**config.mk**
```make
export PLATFORM = sky130hd
export DESIGN_NAME = bcc_out
export DESIGN_NICKNAME = d
export VERILOG_FILES = /design/src/rtl/bcc_pkg.sv /design/src/rtl/bcc_out.sv
export SDC_FILE = /design/constraint.sdc
export NUM_CORES = 1
export LEC_CHECK = 0
export BUFFER_PORTS_ARGS = -buffer_cell sky130_fd_sc_hd__buf_2
export CAP_MARGIN = 25
export CORE_MARGIN = 5
export CORE_UTILIZATION = 45
export DETAILED_ROUTE_END_ITERATION = 16
export GPL_ROUTABILITY_DRIVEN = 0
export SLEW_MARGIN = 20
export SYNTH_ARGS = -nofsm -noshare
export SYNTH_HDL_FRONTEND = slang
export SYNTH_SLANG_ARGS = --single-unit
```
**constraint.sdc**
```tcl
create_clock -name clk -period 6.54 [get_ports clk]
set_clock_uncertainty 0.2 [all_clocks]
set_input_delay 1.308 -clock clk [delete_from_list [all_inputs] [get_ports clk]]
set_output_delay 1.308 -clock clk [all_outputs]
set_load 0.01 [all_outputs]
```
**src/rtl/bcc_pkg.sv**
```systemverilog
`timescale 1ns / 1ps
// ----------------------------------------------------------------------------
// bcc_pkg
// Types and constants shared by the 2d barycentric coordinate pipeline.
// ----------------------------------------------------------------------------
package bcc_pkg;

	localparam int COORD_BITS  = 12;
	localparam int FRAC_BITS   = 16;
	localparam int WEIGHT_BITS = 20;

	// edge vector, product and cross product widths
	localparam int DIFF_W  = COORD_BITS + 1;
	localparam int PROD_W  = 2 * DIFF_W;
	localparam int CROSS_W = PROD_W + 1;
	localparam int MAG_W   = CROSS_W;

	// rounded dividend: |num| << FRAC_BITS plus half the divisor
	localparam int NUM_W      = MAG_W + FRAC_BITS + 1;
	localparam int DIV_STEPS  = 2;
	localparam int DIV_STAGES = (NUM_W + DIV_STEPS - 1) / DIV_STEPS;
	localparam int DIV_W      = DIV_STAGES * DIV_STEPS;

	// signed quotient and the wider sum used for u
	localparam int SQ_W = DIV_W + 1;
	localparam int U_W  = SQ_W + 2;

	typedef struct packed {
		logic signed [COORD_BITS-1:0] point_x;
		logic signed [COORD_BITS-1:0] point_y;
		logic signed [COORD_BITS-1:0] vert_a_x;
		logic signed [COORD_BITS-1:0] vert_a_y;
		logic signed [COORD_BITS-1:0] vert_b_x;
		logic signed [COORD_BITS-1:0] vert_b_y;
		logic signed [COORD_BITS-1:0] vert_c_x;
		logic signed [COORD_BITS-1:0] vert_c_y;
	} in_t;

	typedef struct packed {
		logic signed [WEIGHT_BITS-1:0] weight_u;
		logic signed [WEIGHT_BITS-1:0] weight_v;
		logic signed [WEIGHT_BITS-1:0] weight_w;
		logic                          degenerate;
		logic                          saturated;
	} out_t;

	// sign and degenerate info riding alongside the divider
	typedef struct packed {
		logic neg_v;
		logic neg_w;
		logic degen;
	} side_t;

endpackage

```
**src/rtl/bcc_out.sv**
```systemverilog
`timescale 1ns / 1ps
// ----------------------------------------------------------------------------
// bcc_out
// Applies signs, forms u, clamps the weights and registers the result (3 stages).
// ----------------------------------------------------------------------------
module bcc_out (
	input  logic                           clk,
	input  logic                           arst_n,
	input  logic                           in_valid,
	input  logic [bcc_pkg::DIV_W-1:0]      quot_v,
	input  logic [bcc_pkg::DIV_W-1:0]      quot_w,
	input  bcc_pkg::side_t                 side,
	output logic                           done,
	output bcc_pkg::out_t                  result
);
	import bcc_pkg::*;

	localparam logic signed [U_W-1:0] ONE_FX = U_W'(1) << FRAC_BITS;
	localparam logic signed [U_W-1:0] W_HI   = U_W'((1 << (WEIGHT_BITS - 1)) - 1);
	localparam logic signed [U_W-1:0] W_LO   = -W_HI - U_W'(1);
	localparam logic [WEIGHT_BITS-1:0] W_MAX = W_HI[WEIGHT_BITS-1:0];
	localparam logic [WEIGHT_BITS-1:0] W_MIN = W_LO[WEIGHT_BITS-1:0];

	logic                   vld_s1, vld_s2, vld_s3;
	logic signed [SQ_W-1:0] v_s1, w_s1;
	logic                   degen_s1, degen_s2;
	logic signed [U_W-1:0]  u_s2, v_s2, w_s2;
	out_t                   res_s3;
	logic [WEIGHT_BITS:0]   cu, cv, cw;

	// {clamped flag, clamped value}
	function automatic logic [WEIGHT_BITS:0] clamp(input logic signed [U_W-1:0] x);
		if (x > W_HI) begin
			return {1'b1, W_MAX};
		end
		if (x < W_LO) begin
			return {1'b1, W_MIN};
		end
		return {1'b0, x[WEIGHT_BITS-1:0]};
	endfunction

	assign cu = clamp(u_s2);
	assign cv = clamp(v_s2);
	assign cw = clamp(w_s2);

	always_ff @(posedge clk or negedge arst_n) begin
		if (!arst_n) begin
			vld_s1 <= 1'b0;
			vld_s2 <= 1'b0;
			vld_s3 <= 1'b0;
		end else begin
			vld_s1 <= in_valid;
			vld_s2 <= vld_s1;
			vld_s3 <= vld_s2;
		end
	end

	always_ff @(posedge clk) begin
		v_s1     <= side.neg_v ? -$signed({1'b0, quot_v}) : $signed({1'b0, quot_v});
		w_s1     <= side.neg_w ? -$signed({1'b0, quot_w}) : $signed({1'b0, quot_w});
		degen_s1 <= side.degen;

		// u from the rounded, not yet clamped v and w
		u_s2     <= ONE_FX - U_W'(v_s1) - U_W'(w_s1);
		v_s2     <= U_W'(v_s1);
		w_s2     <= U_W'(w_s1);
		degen_s2 <= degen_s1;

		if (degen_s2) begin
			res_s3.weight_u   <= '0;
			res_s3.weight_v   <= '0;
			res_s3.weight_w   <= '0;
			res_s3.degenerate <= 1'b1;
			res_s3.saturated  <= 1'b0;
		end else begin
			res_s3.weight_u   <= cu[WEIGHT_BITS-1:0];
			res_s3.weight_v   <= cv[WEIGHT_BITS-1:0];
			res_s3.weight_w   <= cw[WEIGHT_BITS-1:0];
			res_s3.degenerate <= 1'b0;
			res_s3.saturated  <= cu[WEIGHT_BITS] | cv[WEIGHT_BITS] | cw[WEIGHT_BITS];
		end
	end

	assign done   = vld_s3;
	assign result = res_s3;

	a_degen_zero: assert property (@(posedge clk) disable iff (!arst_n)
		vld_s3 && res_s3.degenerate |-> !res_s3.saturated && res_s3.weight_u == '0
			&& res_s3.weight_v == '0 && res_s3.weight_w == '0)
		else $error("degenerate item with nonzero weights or saturation");

	a_sat_at_bound: assert property (@(posedge clk) disable iff (!arst_n)
		vld_s3 && res_s3.saturated |->
			res_s3.weight_u == W_MAX || res_s3.weight_u == W_MIN ||
			res_s3.weight_v == W_MAX || res_s3.weight_v == W_MIN ||
			res_s3.weight_w == W_MAX || res_s3.weight_w == W_MIN)
		else $error("saturated item with no weight at a bound");

	a_done_follows: assert property (@(posedge clk) disable iff (!arst_n)
		done |-> $past(in_valid, 3))
		else $error("result strobe without an item three cycles back");

endmodule

```
# Word level (Yosys, flattened, before mapping)
# Cells that the tools add are included.
# word_totals
ff_bits,294
inputBits,94
output_inout_bits,63
wordCells,53
# classes
add_sub_neg,4
order_cmp,6
muxes,24
bitwise_logic,2
# ops
op,count
2-to-1 mux 21 bit,12
greater-than comparator 45 x 20 -> 1 bit (second input constant),2
less-than comparator 45 x 20 -> 1 bit (second input constant),2
negator 44 -> 45 bit,2
2-to-1 mux 44 bit,2
greater-than comparator 47 x 20 -> 1 bit (second input constant),1
less-than comparator 47 x 20 -> 1 bit (second input constant),1
subtractor 46 x 45 -> 47 bit,1
subtractor 18 x 45 -> 46 bit (first input constant),1
2-to-1 mux 1 bit,9
2-to-1 mux 2 bit,1
bitwise OR 1 bit,2

# Longest topological paths before layout
# logic_depth
depth_word,8
depth_mapped,14
mapped_depth_nobuf,14

# Least setup slack after synthesis
# OpenSTA, ideal clock, no wires.
# synth_path
path_type,input to register
from,input quot_v[10] in the netlist's numbering
to,register v_s1[41]
setup_time_ns,0.072
arrival_ns,3.982
required_ns,6.268
slack_ns,2.286
path_stages,9
n_path_buf,1
path_cell_list,or4_4 nor4_4 nand4_2 or4_4 or3_1 buf_2 or4_4 o31ai_1 xnor2_1
# synth_via
elab_chain_cells,2
# synth_lines
element,line_no,rtl
start: declaration,bcc_out.sv:10,"input logic [bcc_pkg::DIV_W-1:0] quot_v,"
negator 44 -> 45 bit,bcc_out.sv:59,"v_s1 <= side.neg_v ? -$signed({1'b0, quot_v}) : $signed({1'b0, quot_v});"
2-to-1 mux 44 bit,bcc_out.sv:59,
end signal: assignment,bcc_out.sv:59,
end: declaration,bcc_out.sv:25,"logic signed [SQ_W-1:0] v_s1, w_s1;"
# No other way between the ends.
# A chain may end at the register's enable or synchronous reset.

# Worst setup path after layout
# Ends and elaborated chain as after synthesis.

==> reports/summary.txt <==
Status: finished, final reports clean
Synth top area share: 48.90%
GR Util All Layers: 17.47%
Worst Tran Pin Value: 0.7375 ns
DRT Wirelength: 27,050 um
Maximum clock rate: 0.2451 GHz
Setup_tns: 0 ns
Commonest cells in the netlist: dfxtp_1 (291), xnor2_1 (107), inv_1 (106), ha_1 (92), nand2_1 (90)
Top-level port count: 157
Mapped Nets: 1,408
Cells after Synth: 1,221
Critical path arrival: 4.34 ns
Seq/Total Area, Yosys: 49.53%
Endpoints failing setup: 0
1st-iter DRT viols: 382
Max H-tree Level: 1
Sink Count: 294
Core area: 0.02606 mm2
Vias per cell: 4.998
Die area: 0.02983 mm2
Largest net degree at the start of global routing: 46
Crit Path Max Fanout: 7
Post-CTS Resized: 0
CP Class: primary input to register
Worst setup SP type: primary input
Global-route wire length before repair: 43,630 um
Worst min-delay path class: register to register
First-pass iteration count of the detailed router: 6
Post-DRT Antenna Nets: 0
Maximum vdd ir drop: 219.8 uV
Net count, final: 1,564
Slew Viols, Final: 0
# rows: 59
Maximum root-to-sink buffer count: 3
Syn avg cell area: 9.756 um2
Vias in the first global route: 8,470
Post-CTS Setup Bufs: 0
Initial antenna violation count: 9
Hold_buf cts: 0
Yosys reg bits: 294
Final Cycle Share: 62.38%
Initial Utilization: 45.71%
Top FF cell, synth: dfxtp_1
Via count: 8,671
Root Buffer: clkbuf_16
Area Growth Syn to Fin: 17.21%
Count leader, synth: dfxtp_1
Critical path's slowest cell: or4_4
Final Critical Period: 4.080 ns
Post-synth cell types: 52
# DRC: 0
Cell mode on critical path: or4_4
Chip width: 172.7 um
Overflow after GRT: 0
Post-synth EDFFs: 0
Synth area leaders: dfxtp_1 (49%), ha_1 (9.7%), xnor2_1 (7.9%)
CTS tree: done
Final hold vios: 0
Detailed placement HPWL: 21,380 um
Crit-path cells: buf_2 > or4_4 > nor4_4 > nand4_2 > or4_4 > or3_1 > or4_4 > o31ai_1 > xnor2_1
Share of layout cells above drive strength 1: 15.53%
Rel. slew slack: 50.83%
Clk slew on worst S/H paths: 0.06 ns
Mapped Area: 0.01191 mm2
Inserted Clock Buffers: 29
Max_cap viols: 0
Leading area contributor after synthesis: dfxtp_1
RSZ-0062 raised after global routing: false
Critical path buffers and inverters: 1
P_leak: 6.298 nW
Top delay family on crit path: simple AND/OR/NAND/NOR gates
Finished Cell Area: 0.01396 mm2
Worst Setup End Kind: register
Synth Warn #: 0
Clock latency on the worst-skew pair: 0.55 ns
Asr flop ratio synth: 1.020%
PortBufs: 156
Worst Path Required: 6.80 ns
Max incr delay on CP: 0.57 ns
Power density over the cells: 350.0 mW/mm2
Wirelength per Cell: 15.59 um
DP Area: 0.01302 mm2
Die Y: 172.7 um
## worst paths after layout
kind	startpoint	endpoint	slack [ns]	depth (start not counted)
max reg2reg	w_s1[8]$_DFF_P_	u_s2[45]$_DFF_P_	2.72	12
min	degen_s1$_DFF_P_	degen_s2$_DFF_P_	0.11	0
min reg2reg	degen_s1$_DFF_P_	degen_s2$_DFF_P_	0.11	0
min in group asynchronous	arst_n	vld_s1$_DFF_PN0_	0.36	1
max in group asynchronous	arst_n	done$_DFF_PN0_	5.68	1
max	quot_v[10]	v_s1[41]$_DFF_P_	2.46	9
## cells by family (layout without fill, tap and decap cells)
family	Yosys count	in the layout	share of synthesized area, %
adder cells (fa/ha/maj)	93	93	9.831
other	0	3	0
XOR/XNOR	124	124	9.117
AO/OA/AOI/OAI	267	267	14.25
multiplexers	1	1	0.08403
AND/OR/NAND/NOR	302	302	12.76
flip-flops	294	294	49.53
buffers and inverters	140	316	4.422
## flip-flops by register name, summed over array words and instances (netlist names), 45 cells and up
signal  count
u_s2       47
w_s1       45
v_s2       45
result     62
v_s1       45
w_s2       45
## routing by layer
| metal | up-vias | global-route usage [%] | part of all wire [%] |
|---|---|---|---|
| met2 | 193 | 25.62 | 40 |
| li1 | 4556 | - | - |
| met3 | 53 | 3.886 | 5.5 |
| met4 | 14 | 4.618 | 2.2 |
| met1 | 3855 | 26.02 | 51 |
| met5 | - | 0 | 0.33 |
## layout make-up
cell class	instances	area [um2]
inverter	106	397.9
tap	335	419.2
antenna	3	7.507
clock buffer	40	817.0
timing repair buffer	159	807.0
clock inverter	11	121.4
sequential	294	5901
multi-input combinational	787	5493
fill	2408	12100
## stage by stage
step	worst slack (ns)	power [mW]	hold slack [ns]	cells	utilization [%]
detailed placement	1.902	3.319	0.1224	1681	49.95
finish	2.460	4.887	0.1120	1735	53.58
CTS	2.458	4.938	0.1187	1732	53.56
global placement	1.971	3.309	0.1126	1680	49.91
global route	2.307	5.176	0.1422	1734	53.57
floorplan	2.286	2.993	0.1096	1221	-
## placed cells by master, fill, tap and decap left out, types with 6 or more instances in the layout
master / synthesis / final
dfxtp_1: 291 / 291
buf_2: 1 / 156
xnor2_1: 107 / 107
inv_1: 106 / 106
ha_1: 92 / 92
nand2_1: 90 / 90
a21oi_1: 82 / 82
nor2_1: 62 / 62
o21ai_0: 55 / 55
clkbuf_16: 0 / 29
nand4_1: 28 / 28
o31ai_1: 27 / 27
nor4_1: 27 / 27
o21a_1: 25 / 25
a21o_1: 24 / 24
nor3_1: 20 / 20
nand3_1: 19 / 19
xor2_1: 17 / 17
o41ai_1: 12 / 12
or4_1: 11 / 11
or3_1: 11 / 11
o21bai_1: 10 / 10
nor2b_1: 8 / 8
a31oi_1: 6 / 6
clkbuf_1: 32 / 6
## power breakdown
| group | switching, mW | leakage [nW] | internal, mW |
|---|---|---|---|
| Clock | 0.652 | 0.457 | 0.949 |
| Sequential | 0.133 | 2.48 | 2.10 |
| Combinational | 0.604 | 3.36 | 0.445 |
No activity file was read; power rests on OpenSTA's default activity.
