$ cat src/rtl/bcc_pkg.sv
`timescale 1ns / 1ps
// ----------------------------------------------------------------------------
// bcc_pkg
// Types and constants shared by the 2d barycentric coordinate pipeline.
// ----------------------------------------------------------------------------
package bcc_pkg;

	localparam int COORD_BITS  = 12;
	localparam int FRAC_BITS   = 16;
	localparam int WEIGHT_BITS = 20;

	// edge vector, product and cross product widths
	localparam int DIFF_W  = COORD_BITS + 1;
	localparam int PROD_W  = 2 * DIFF_W;
	localparam int CROSS_W = PROD_W + 1;
	localparam int MAG_W   = CROSS_W;

	// rounded dividend: |num| << FRAC_BITS plus half the divisor
	localparam int NUM_W      = MAG_W + FRAC_BITS + 1;
	localparam int DIV_STEPS  = 2;
	localparam int DIV_STAGES = (NUM_W + DIV_STEPS - 1) / DIV_STEPS;
	localparam int DIV_W      = DIV_STAGES * DIV_STEPS;

	// signed quotient and the wider sum used for u
	localparam int SQ_W = DIV_W + 1;
	localparam int U_W  = SQ_W + 2;

	typedef struct packed {
		logic signed [COORD_BITS-1:0] point_x;
		logic signed [COORD_BITS-1:0] point_y;
		logic signed [COORD_BITS-1:0] vert_a_x;
		logic signed [COORD_BITS-1:0] vert_a_y;
		logic signed [COORD_BITS-1:0] vert_b_x;
		logic signed [COORD_BITS-1:0] vert_b_y;
		logic signed [COORD_BITS-1:0] vert_c_x;
		logic signed [COORD_BITS-1:0] vert_c_y;
	} in_t;

	typedef struct packed {
		logic signed [WEIGHT_BITS-1:0] weight_u;
		logic signed [WEIGHT_BITS-1:0] weight_v;
		logic signed [WEIGHT_BITS-1:0] weight_w;
		logic                          degenerate;
		logic                          saturated;
	} out_t;

	// sign and degenerate info riding alongside the divider
	typedef struct packed {
		logic neg_v;
		logic neg_w;
		logic degen;
	} side_t;

endpackage

$ cat src/rtl/bcc_cross.sv
`timescale 1ns / 1ps
// ----------------------------------------------------------------------------
// bcc_cross
// Edge vectors, cross products, magnitudes and rounded dividends (5 stages).
// ----------------------------------------------------------------------------
module bcc_cross (
	input  logic                           clk,
	input  logic                           arst_n,
	input  logic                           in_valid,
	input  bcc_pkg::in_t                   query,
	output logic                           out_valid,
	output logic [bcc_pkg::NUM_W-1:0]      num_v,
	output logic [bcc_pkg::NUM_W-1:0]      num_w,
	output logic [bcc_pkg::MAG_W-1:0]      den,
	output bcc_pkg::side_t                 side
);
	import bcc_pkg::*;

	logic                     vld_s1, vld_s2, vld_s3, vld_s4, vld_s5;
	logic signed [DIFF_W-1:0] e0x_s1, e0y_s1, e1x_s1, e1y_s1, e2x_s1, e2y_s1;
	logic signed [PROD_W-1:0] dpa_s2, dpb_s2, vpa_s2, vpb_s2, wpa_s2, wpb_s2;
	logic signed [CROSS_W-1:0] det_s3, nv_s3, nw_s3;
	logic [MAG_W-1:0]         dmag_s4, vmag_s4, wmag_s4;
	side_t                    side_s4, side_s5;
	logic [NUM_W-1:0]         num_v_s5, num_w_s5;
	logic [MAG_W-1:0]         den_s5;

	always_ff @(posedge clk or negedge arst_n) begin
		if (!arst_n) begin
			vld_s1 <= 1'b0;
			vld_s2 <= 1'b0;
			vld_s3 <= 1'b0;
			vld_s4 <= 1'b0;
			vld_s5 <= 1'b0;
		end else begin
			vld_s1 <= in_valid;
			vld_s2 <= vld_s1;
			vld_s3 <= vld_s2;
			vld_s4 <= vld_s3;
			vld_s5 <= vld_s4;
		end
	end

	always_ff @(posedge clk) begin
		e0x_s1 <= DIFF_W'(query.vert_b_x) - DIFF_W'(query.vert_a_x);
		e0y_s1 <= DIFF_W'(query.vert_b_y) - DIFF_W'(query.vert_a_y);
		e1x_s1 <= DIFF_W'(query.vert_c_x) - DIFF_W'(query.vert_a_x);
		e1y_s1 <= DIFF_W'(query.vert_c_y) - DIFF_W'(query.vert_a_y);
		e2x_s1 <= DIFF_W'(query.point_x) - DIFF_W'(query.vert_a_x);
		e2y_s1 <= DIFF_W'(query.point_y) - DIFF_W'(query.vert_a_y);

		dpa_s2 <= e0x_s1 * e1y_s1;
		dpb_s2 <= e0y_s1 * e1x_s1;
		vpa_s2 <= e2x_s1 * e1y_s1;
		vpb_s2 <= e2y_s1 * e1x_s1;
		wpa_s2 <= e0x_s1 * e2y_s1;
		wpb_s2 <= e0y_s1 * e2x_s1;

		det_s3 <= CROSS_W'(dpa_s2) - CROSS_W'(dpb_s2);
		nv_s3  <= CROSS_W'(vpa_s2) - CROSS_W'(vpb_s2);
		nw_s3  <= CROSS_W'(wpa_s2) - CROSS_W'(wpb_s2);

		dmag_s4 <= det_s3[CROSS_W-1] ? MAG_W'(~det_s3 + 1'b1) : MAG_W'(det_s3);
		vmag_s4 <= nv_s3[CROSS_W-1] ? MAG_W'(~nv_s3 + 1'b1) : MAG_W'(nv_s3);
		wmag_s4 <= nw_s3[CROSS_W-1] ? MAG_W'(~nw_s3 + 1'b1) : MAG_W'(nw_s3);
		side_s4.neg_v <= nv_s3[CROSS_W-1] ^ det_s3[CROSS_W-1];
		side_s4.neg_w <= nw_s3[CROSS_W-1] ^ det_s3[CROSS_W-1];
		side_s4.degen <= (det_s3 == '0);

		// round half away from zero: add half the divisor before dividing
		num_v_s5 <= (NUM_W'(vmag_s4) << FRAC_BITS) + NUM_W'(dmag_s4 >> 1);
		num_w_s5 <= (NUM_W'(wmag_s4) << FRAC_BITS) + NUM_W'(dmag_s4 >> 1);
		den_s5   <= dmag_s4;
		side_s5  <= side_s4;
	end

	assign out_valid = vld_s5;
	assign num_v     = num_v_s5;
	assign num_w     = num_w_s5;
	assign den       = den_s5;
	assign side      = side_s5;

endmodule

$ cat config.mk
export PLATFORM = sky130hd
export DESIGN_NAME = bcc_cross
export DESIGN_NICKNAME = d
export VERILOG_FILES = /design/src/rtl/bcc_pkg.sv /design/src/rtl/bcc_cross.sv
export SDC_FILE = /design/constraint.sdc
export NUM_CORES = 2
export LEC_CHECK = 0
export ABC_AREA = 1
export BUFFER_PORTS_ARGS = -buffer_cell sky130_fd_sc_hd__buf_2
export CAP_MARGIN = 15
export CORE_UTILIZATION = 54
export DETAILED_ROUTE_END_ITERATION = 8
export GPL_ROUTABILITY_DRIVEN = 0
export PLACE_DENSITY = 0.72
export REMOVE_ABC_BUFFERS = 1
export SLEW_MARGIN = 40
export SYNTH_ARGS = -nofsm -noshare
export SYNTH_HDL_FRONTEND = slang
export SYNTH_SLANG_ARGS = --single-unit
$ cat constraint.sdc
create_clock -name clk -period 5.9 [get_ports clk]
set_input_delay 0.295 -clock clk [delete_from_list [all_inputs] [get_ports clk]]
set_output_delay 0.295 -clock clk [all_outputs]
set_load 0.005 [all_outputs]
# After elaboration in Yosys (flattened, before gate mapping)
# Cells that the tools add are included.
op_classes:
  bitwise_logic: 5
  magnitude_cmp: 0
  n_addsub: 14
  div_mod_pow: 0
  eq_ne: 0
  muxes: 3
  n_shift: 0
  reduce_logical: 1
  mul: 6
op_table:
  columns: ["op", "count"]
  rows:
  - ["$mul A13 B13 Y26", 6]
  - ["$add A43 B26 Y44", 2]
  - ["$add A27 B1 Y27 const B", 3]
  - ["$not A27 Y27", 3]
  - ["$sub A26 B26 Y27", 3]
  - ["$mux W26", 3]
  - ["$sub A12 B12 Y13", 6]
  - ["$logic_not A27 Y1", 1]
  - ["$xor A1 B1 Y1", 2]
word_totals:
  latchBits: 0
  output_inout_bits: 119
  memories: 0
  rom_bits: 0
  ramBits: 0
  word_cells: 64
  in_bits: 99
  reg_bits: 522

# Depth between registers and ports, before layout
logic_depth:
  word_depth: 3
  ltp_mapped: 26
  mapped_depth_nobuf: 24

# Worst setup path before layout
# OpenSTA, ideal clock, no wires.
synth_timing:
  kind: "register to register"
  from: "register e0y_s1[12]"
  to: "register dpb_s2[25]"
  slack_ns: 0.608
  setup_ns: 0.112
  path_buffers: 2
  stages_incl_launch_ff: 25
  t_arrival_ns: 5.179
  synth_period_minus_slack_ns: 5.292
  t_required_ns: 5.788
  path_cell_list: "dfxtp_1 > clkbuf_1 > clkbuf_1 > nand2_1 > fa_1 > inv_1 > fa_1 > inv_1 > fa_1 > inv_1 > fa_1 > inv_1 > fa_1 > inv_1 > ha_1 > ha_1 > nand2_1 > inv_1 > nand2_1 > nor3_2 > nand3_1 > nand3_1 > inv_1 > nand2_1 > nand2_1"
synth_via:
  elab_chain_cells: 1
synth_lines:
  columns: ["item", "line", "rtl"]
  rows:
  - ["start: declaration", "bcc_cross.sv:20", "logic signed [DIFF_W-1:0] e0x_s1, e0y_s1, e1x_s1, e1y_s1, e2x_s1, e2y_s1;"]
  - ["start signal: assignment", "bcc_cross.sv:46", "e0y_s1 <= DIFF_W'(query.vert_b_y) - DIFF_W'(query.vert_a_y);"]
  - ["$mul A13 B13 Y26", "bcc_cross.sv:53", "dpb_s2 <= e0y_s1 * e1x_s1;"]
  - ["end signal: assignment", "bcc_cross.sv:53", null]
  - ["end: declaration", "bcc_cross.sv:21", "logic signed [PROD_W-1:0] dpa_s2, dpb_s2, vpa_s2, vpb_s2, wpa_s2, wpb_s2;"]
# No other way between the ends.
# A chain may end at the register's enable or synchronous reset.

# Worst setup path after layout
layout_timing:
  from: "register e1x_s1[6]"
  to: "register vpb_s2[23]"
layout_via:
  elab_chain_cells: 1
layout_lines:
  columns: ["item", "line", "rtl"]
  rows:
  - ["start: declaration", "bcc_cross.sv:20", null]
  - ["start signal: assignment", "bcc_cross.sv:47", "e1x_s1 <= DIFF_W'(query.vert_c_x) - DIFF_W'(query.vert_a_x);"]
  - ["$mul A13 B13 Y26", "bcc_cross.sv:55", "vpb_s2 <= e2y_s1 * e1x_s1;"]
  - ["end signal: assignment", "bcc_cross.sv:55", null]
  - ["end: declaration", "bcc_cross.sv:21", null]
# No other way between the ends.

==> results <==
- The Yosys step of the flow raised 0 warnings.
- The startpoint identified for the worst register-to-register timing path is e1x_s1[6]$_DFF_P_.
- Synthesis handed over a netlist of approximately 8,500 instances.
- Buffers added to address setup during post-CTS repair amount to 0.
- The cell at the root of the clock tree is sky130_fd_sc_hd__clkbuf_16.
- The number of stages on the worst setup path is 19.
- The number of clock buffers inserted by TritonCTS is between 50 and 60.
- The final critical path takes up around 96% of the cycle.
- For this design, the slowest cell found on the critical path is sky130_fd_sc_hd__fa_1.
- The CTS H-tree depth is 2.
- The count of vias placed by the detailed router is 53,800.
- STA classifies the critical path endpoint as a register.
- The aggregate negative setup slack is 0 ns.
- The worst setup slack after layout is 0.258 ns.
- The via count of the first global-routing pass came to 54,200.
- The count of port buffers added during placement is 217.
- STA classifies the critical path startpoint as a register.
- The synthesized design contains 490 register bits.
- The number of violations of the max-capacitance limit is 0.
- The flow ran to the end, and the final reports show no timing, DRC or antenna violations.
- After floorplanning, the core was sized to cover 118,000 um2.
- The total congestion overflow after global routing is 0.
- The path class of the lowest-slack min-delay path is in2reg.
- At the worst endpoint, the required time is roughly 6.5 ns.
- The count of antenna-violating nets left after detailed routing is 0.
- Traced cell by cell, the critical path runs through buf_12 -> nand2_1 -> fa_1 -> inv_1 -> fa_1 -> inv_1 -> fa_1 -> inv_1 -> fa_1 -> inv_1 -> fa_1 -> inv_1 -> ha_1 -> ha_1 -> nand2_1 -> nor3_1 -> nand4_1 -> nand4_1 -> nand2_1.
- The number of antenna violations at the first check in global routing is 10.
- Once the floorplan was initialized, standard cells occupied 54.7% of the core.
- The highest fanout seen on the critical path is 13.
- Prior to clock tree synthesis, the placed netlist has a worst setup slack of 0.00941 ns.
- The slew of the pin with the lowest slew margin is 0.822 ns.
- The placed wire-length estimate is 142,000 um.
- The combinational family with the most area after synthesis is adder cells.
- The standard-cell row count is 126.
- The number of flops mapped to enable cells by yosys is 0.
- The clock period minus worst slack is between 5 and 6 ns.
- The routed wire length is 169,000 um.
- The headroom to the max-slew limit is 45.1%.
- The via density per instance is 5.22.
- The launch point of the worst path is e1x_s1[6]$_DFF_P_.
- Setup violations remaining at the end of the flow were counted as 0.
- The first-pass iteration count of the detailed router is 8.
- The number of failing hold endpoints at the final stage is 0.
- After synthesis, the cell types taking the most area are sky130_fd_sc_hd__fa_1, sky130_fd_sc_hd__dfxtp_1, sky130_fd_sc_hd__nand2_1, sky130_fd_sc_hd__inv_1, sky130_fd_sc_hd__ha_1.
- After the last flow step, the layout net total stands at 10,300.
- The largest net degree at the start of global routing is 30.
- The dominant register cell in the synthesized netlist is sky130_fd_sc_hd__dfxtp_1.
- The top-area cell type share of the netlist area is a little under a third.
- The global-route total usage across every layer is 28.4%.
- The clock transition time at the flip-flop clock pins of the worst setup and hold paths is 0.07 ns.
- The fraction of the mapped netlist area in adder cells is 41.5%.
- The area growth from synthesis to layout is 8.41%.
- The cell family contributing the most delay on the critical path is adder cells.
- On the worst path, the slowest cell contributes a delay of 0.69 ns.
- The horizontal die dimension is 348 um.
- Between clock sinks in the finished design, the worst skew comes to ~0.08 ns.
- The fmax is 177 MHz.
- Pin placement for this block handled 218 I/O pins.
- For this block, the initial DRC count from the detailed router was 4,665.
- After detailed routing, the average wire length per cell comes to roughly 16 um.
- The die area is 121,000 um2.
- In the routed design, unresolved DRC markers number 0.
- The number of slew-limit violations in the final report is 0.
- The cell count of the worst reg-to-reg path is 19.
- Clock tree synthesis found a total of 490 sinks.
- The post-synthesis cell type with the largest combined area is sky130_fd_sc_hd__fa_1.
- The critical path contains buffers and inverters numbering 6 combined.
- The CTS tree is built.
- The synthesized netlist devotes between 4 and 5% of its cell area to compound gates.
- The multiplexer share of the synthesized area is 0%.
- The terminus of the critical flop-to-flop path is vpb_s2[23]$_DFF_P_.
- The async set or reset register ratio after synthesis is under 10%.
- The number of distinct library cells after synthesis is between 50 and 60.
- After synthesis the cells add up to 64,700 um2.
- The synthesized area divided by synthesized cell count is 7.61 um2.
- The first-pass GRT wire length is 275,000 um.
- Setup repair after global routing left no endpoint under its margin.
- The maximum clock insertion buffer count is 3.
- Summing the areas of all xor and xnor instances in the mapped netlist gives 3.98% of the synthesized area.
- The fraction of layout cells with a size suffix above 1 is 6.49%.
- The die extent in y is 348 um.
- The kind of critical path is reg2reg.
- The worst register-to-register path has a setup slack of roughly 0.26 ns.
- Data arrives at the worst endpoint at 6.23 ns.
- The sequential-to-total area share from yosys stat is approximately 15%.
- Of the total synthesized cell area, the portion taken by AND, OR, NAND and NOR gates is 20.7%.
- The capturing instance or port of the critical path is vpb_s2[23]$_DFF_P_.
- Clock latency on the worst-skew pair, taken at its later pin, is approximately 0.7 ns.
==> Yosys cell counts (all sizes together), types with 17 or more instances <==
cell    instances
nand4          97
nor3           83
inv          2074
o21ai         165
nand2        2221
nand3b         21
fa            983
nor2          486
xor2          201
xnor2          93
dfxtp         485
clkbuf        233
ha            575
o21bai         40
nand3         318
buf            38
a21o           17
a21oi         292
==> sequential cells by signal, indices dropped and copies added, names as in the netlist, 27 cells and up <==
name / count
num_v: 44
nw_s3: 27
num_w: 28
dmag_s4: 27
nv_s3: 27
wmag_s4: 27
vmag_s4: 27
det_s3: 27
==> worst min-delay path, delay by kind of cell <==
kind	cells	cell delay (ns)
buf+inv	1	0.10
xor+xnor	1	0.09
fa+ha+maj	1	0.20
==> logic make-up (layout without fill, tap and decap cells) <==
logic type                 Yosys count  after routing
buffers and inverters             2347           2549
and+or+nand+nor                   3259           3259
adders and majority gates         1558           1558
AOI/OAI and AO/OA                  551            551
xor gates and xnor gates           294            294
other                                0              3
DFF                                490            490
==> cell type report <==
class	count	area (um2)
Clock inverter	37	568
Antenna cell	3	7.51
Timing Repair Buffer	367	2440
Inverter	2076	7790
Sequential cell	490	9840
Clock buffer	69	1550
Tap cell	1600	2000
Fill cell	10600	48200
Multi-Input combinational cell	5662	45900
==> cells in the final DEF, fill, tap and decap left out, types with 8 or more instances in the layout <==
cell type / synthesis / routed
sky130_fd_sc_hd__nor3_2: 12 / 12
sky130_fd_sc_hd__a31oi_1: 12 / 12
sky130_fd_sc_hd__nand3_1: 311 / 311
sky130_fd_sc_hd__buf_12: 0 / 15
sky130_fd_sc_hd__o21bai_1: 37 / 37
sky130_fd_sc_hd__dfxtp_1: 485 / 480
sky130_fd_sc_hd__xor2_1: 201 / 201
sky130_fd_sc_hd__ha_1: 575 / 575
sky130_fd_sc_hd__bufinv_16: 0 / 10
sky130_fd_sc_hd__nand2_1: 2200 / 2200
sky130_fd_sc_hd__inv_2: 8 / 8
sky130_fd_sc_hd__clkbuf_16: 0 / 57
sky130_fd_sc_hd__nand4_1: 97 / 97
sky130_fd_sc_hd__nand2_2: 19 / 19
sky130_fd_sc_hd__inv_1: 2066 / 2066
sky130_fd_sc_hd__buf_4: 32 / 118
sky130_fd_sc_hd__a21oi_1: 285 / 285
sky130_fd_sc_hd__xnor2_1: 93 / 91
sky130_fd_sc_hd__fa_1: 983 / 983
sky130_fd_sc_hd__a21o_1: 17 / 17
sky130_fd_sc_hd__nor2_1: 463 / 463
sky130_fd_sc_hd__o21ai_1: 12 / 12
sky130_fd_sc_hd__buf_2: 4 / 217
sky130_fd_sc_hd__nor2_2: 21 / 21
sky130_fd_sc_hd__clkinv_2: 0 / 8
sky130_fd_sc_hd__and2_1: 9 / 9
sky130_fd_sc_hd__dlygate4sd3_1: 0 / 17
sky130_fd_sc_hd__nand3b_1: 20 / 20
sky130_fd_sc_hd__o21ai_0: 147 / 147
sky130_fd_sc_hd__nor3_1: 70 / 70
sky130_fd_sc_hd__or2_2: 10 / 10
sky130_fd_sc_hd__clkbuf_8: 0 / 8
==> per-layer routing <==
| layer | track usage, % | routed length [um] | vias to the layer above |
|---|---|---|---|
| met4 | 12.0 | 7760 | 6 |
| met1 | 37.1 | 69800 | 25600 |
| li1 | - | - | 25500 |
| met3 | 5.24 | 15300 | 408 |
| met5 | 0 | 46 | - |
| met2 | 46.1 | 76500 | 2306 |
==> stage by stage <==
stage	util [%]	cell area [um2]	instances	hold WS, ns
after CTS	59.2	70100	10300	0.000161
final	59.3	70200	10300	0.0191
after global placement	57.3	67800	10200	0.108
after floorplan	-	63600	8228	-0.000591
after detailed placement	57.3	67800	10200	0.109
after global routing	59.2	70100	10300	0.0207
==> worst min path at each step <==
| stage | startpoint | to | slack [ns] | depth (start not counted) |
|---|---|---|---|---|
| final | query[81] | e2y_s1[9]$_DFF_P_ | 0.02 | 3 |
| after detailed placement | arst_n | out_valid$_DFF_PN0_ | 0.11 | 1 |
| after global routing | query[81] | e2y_s1[9]$_DFF_P_ | 0.02 | 3 |
| after CTS | query[81] | e2y_s1[9]$_DFF_P_ | 0.0002 | 3 |
| after global placement | arst_n | out_valid$_DFF_PN0_ | 0.11 | 1 |
| after floorplan | arst_n | out_valid$_DFF_PN0_ | -0.0006 | 0 |
==> what timing repair did <==
item	CTS	global route
hold buffers	17	0
hold endpoints to repair	23	0
gates resized for setup	0	2
endpoints found under the setup margin	0	16
Power is not shown: default switching activity piles up to over one toggle a cycle in this logic, so the estimate is an artifact.
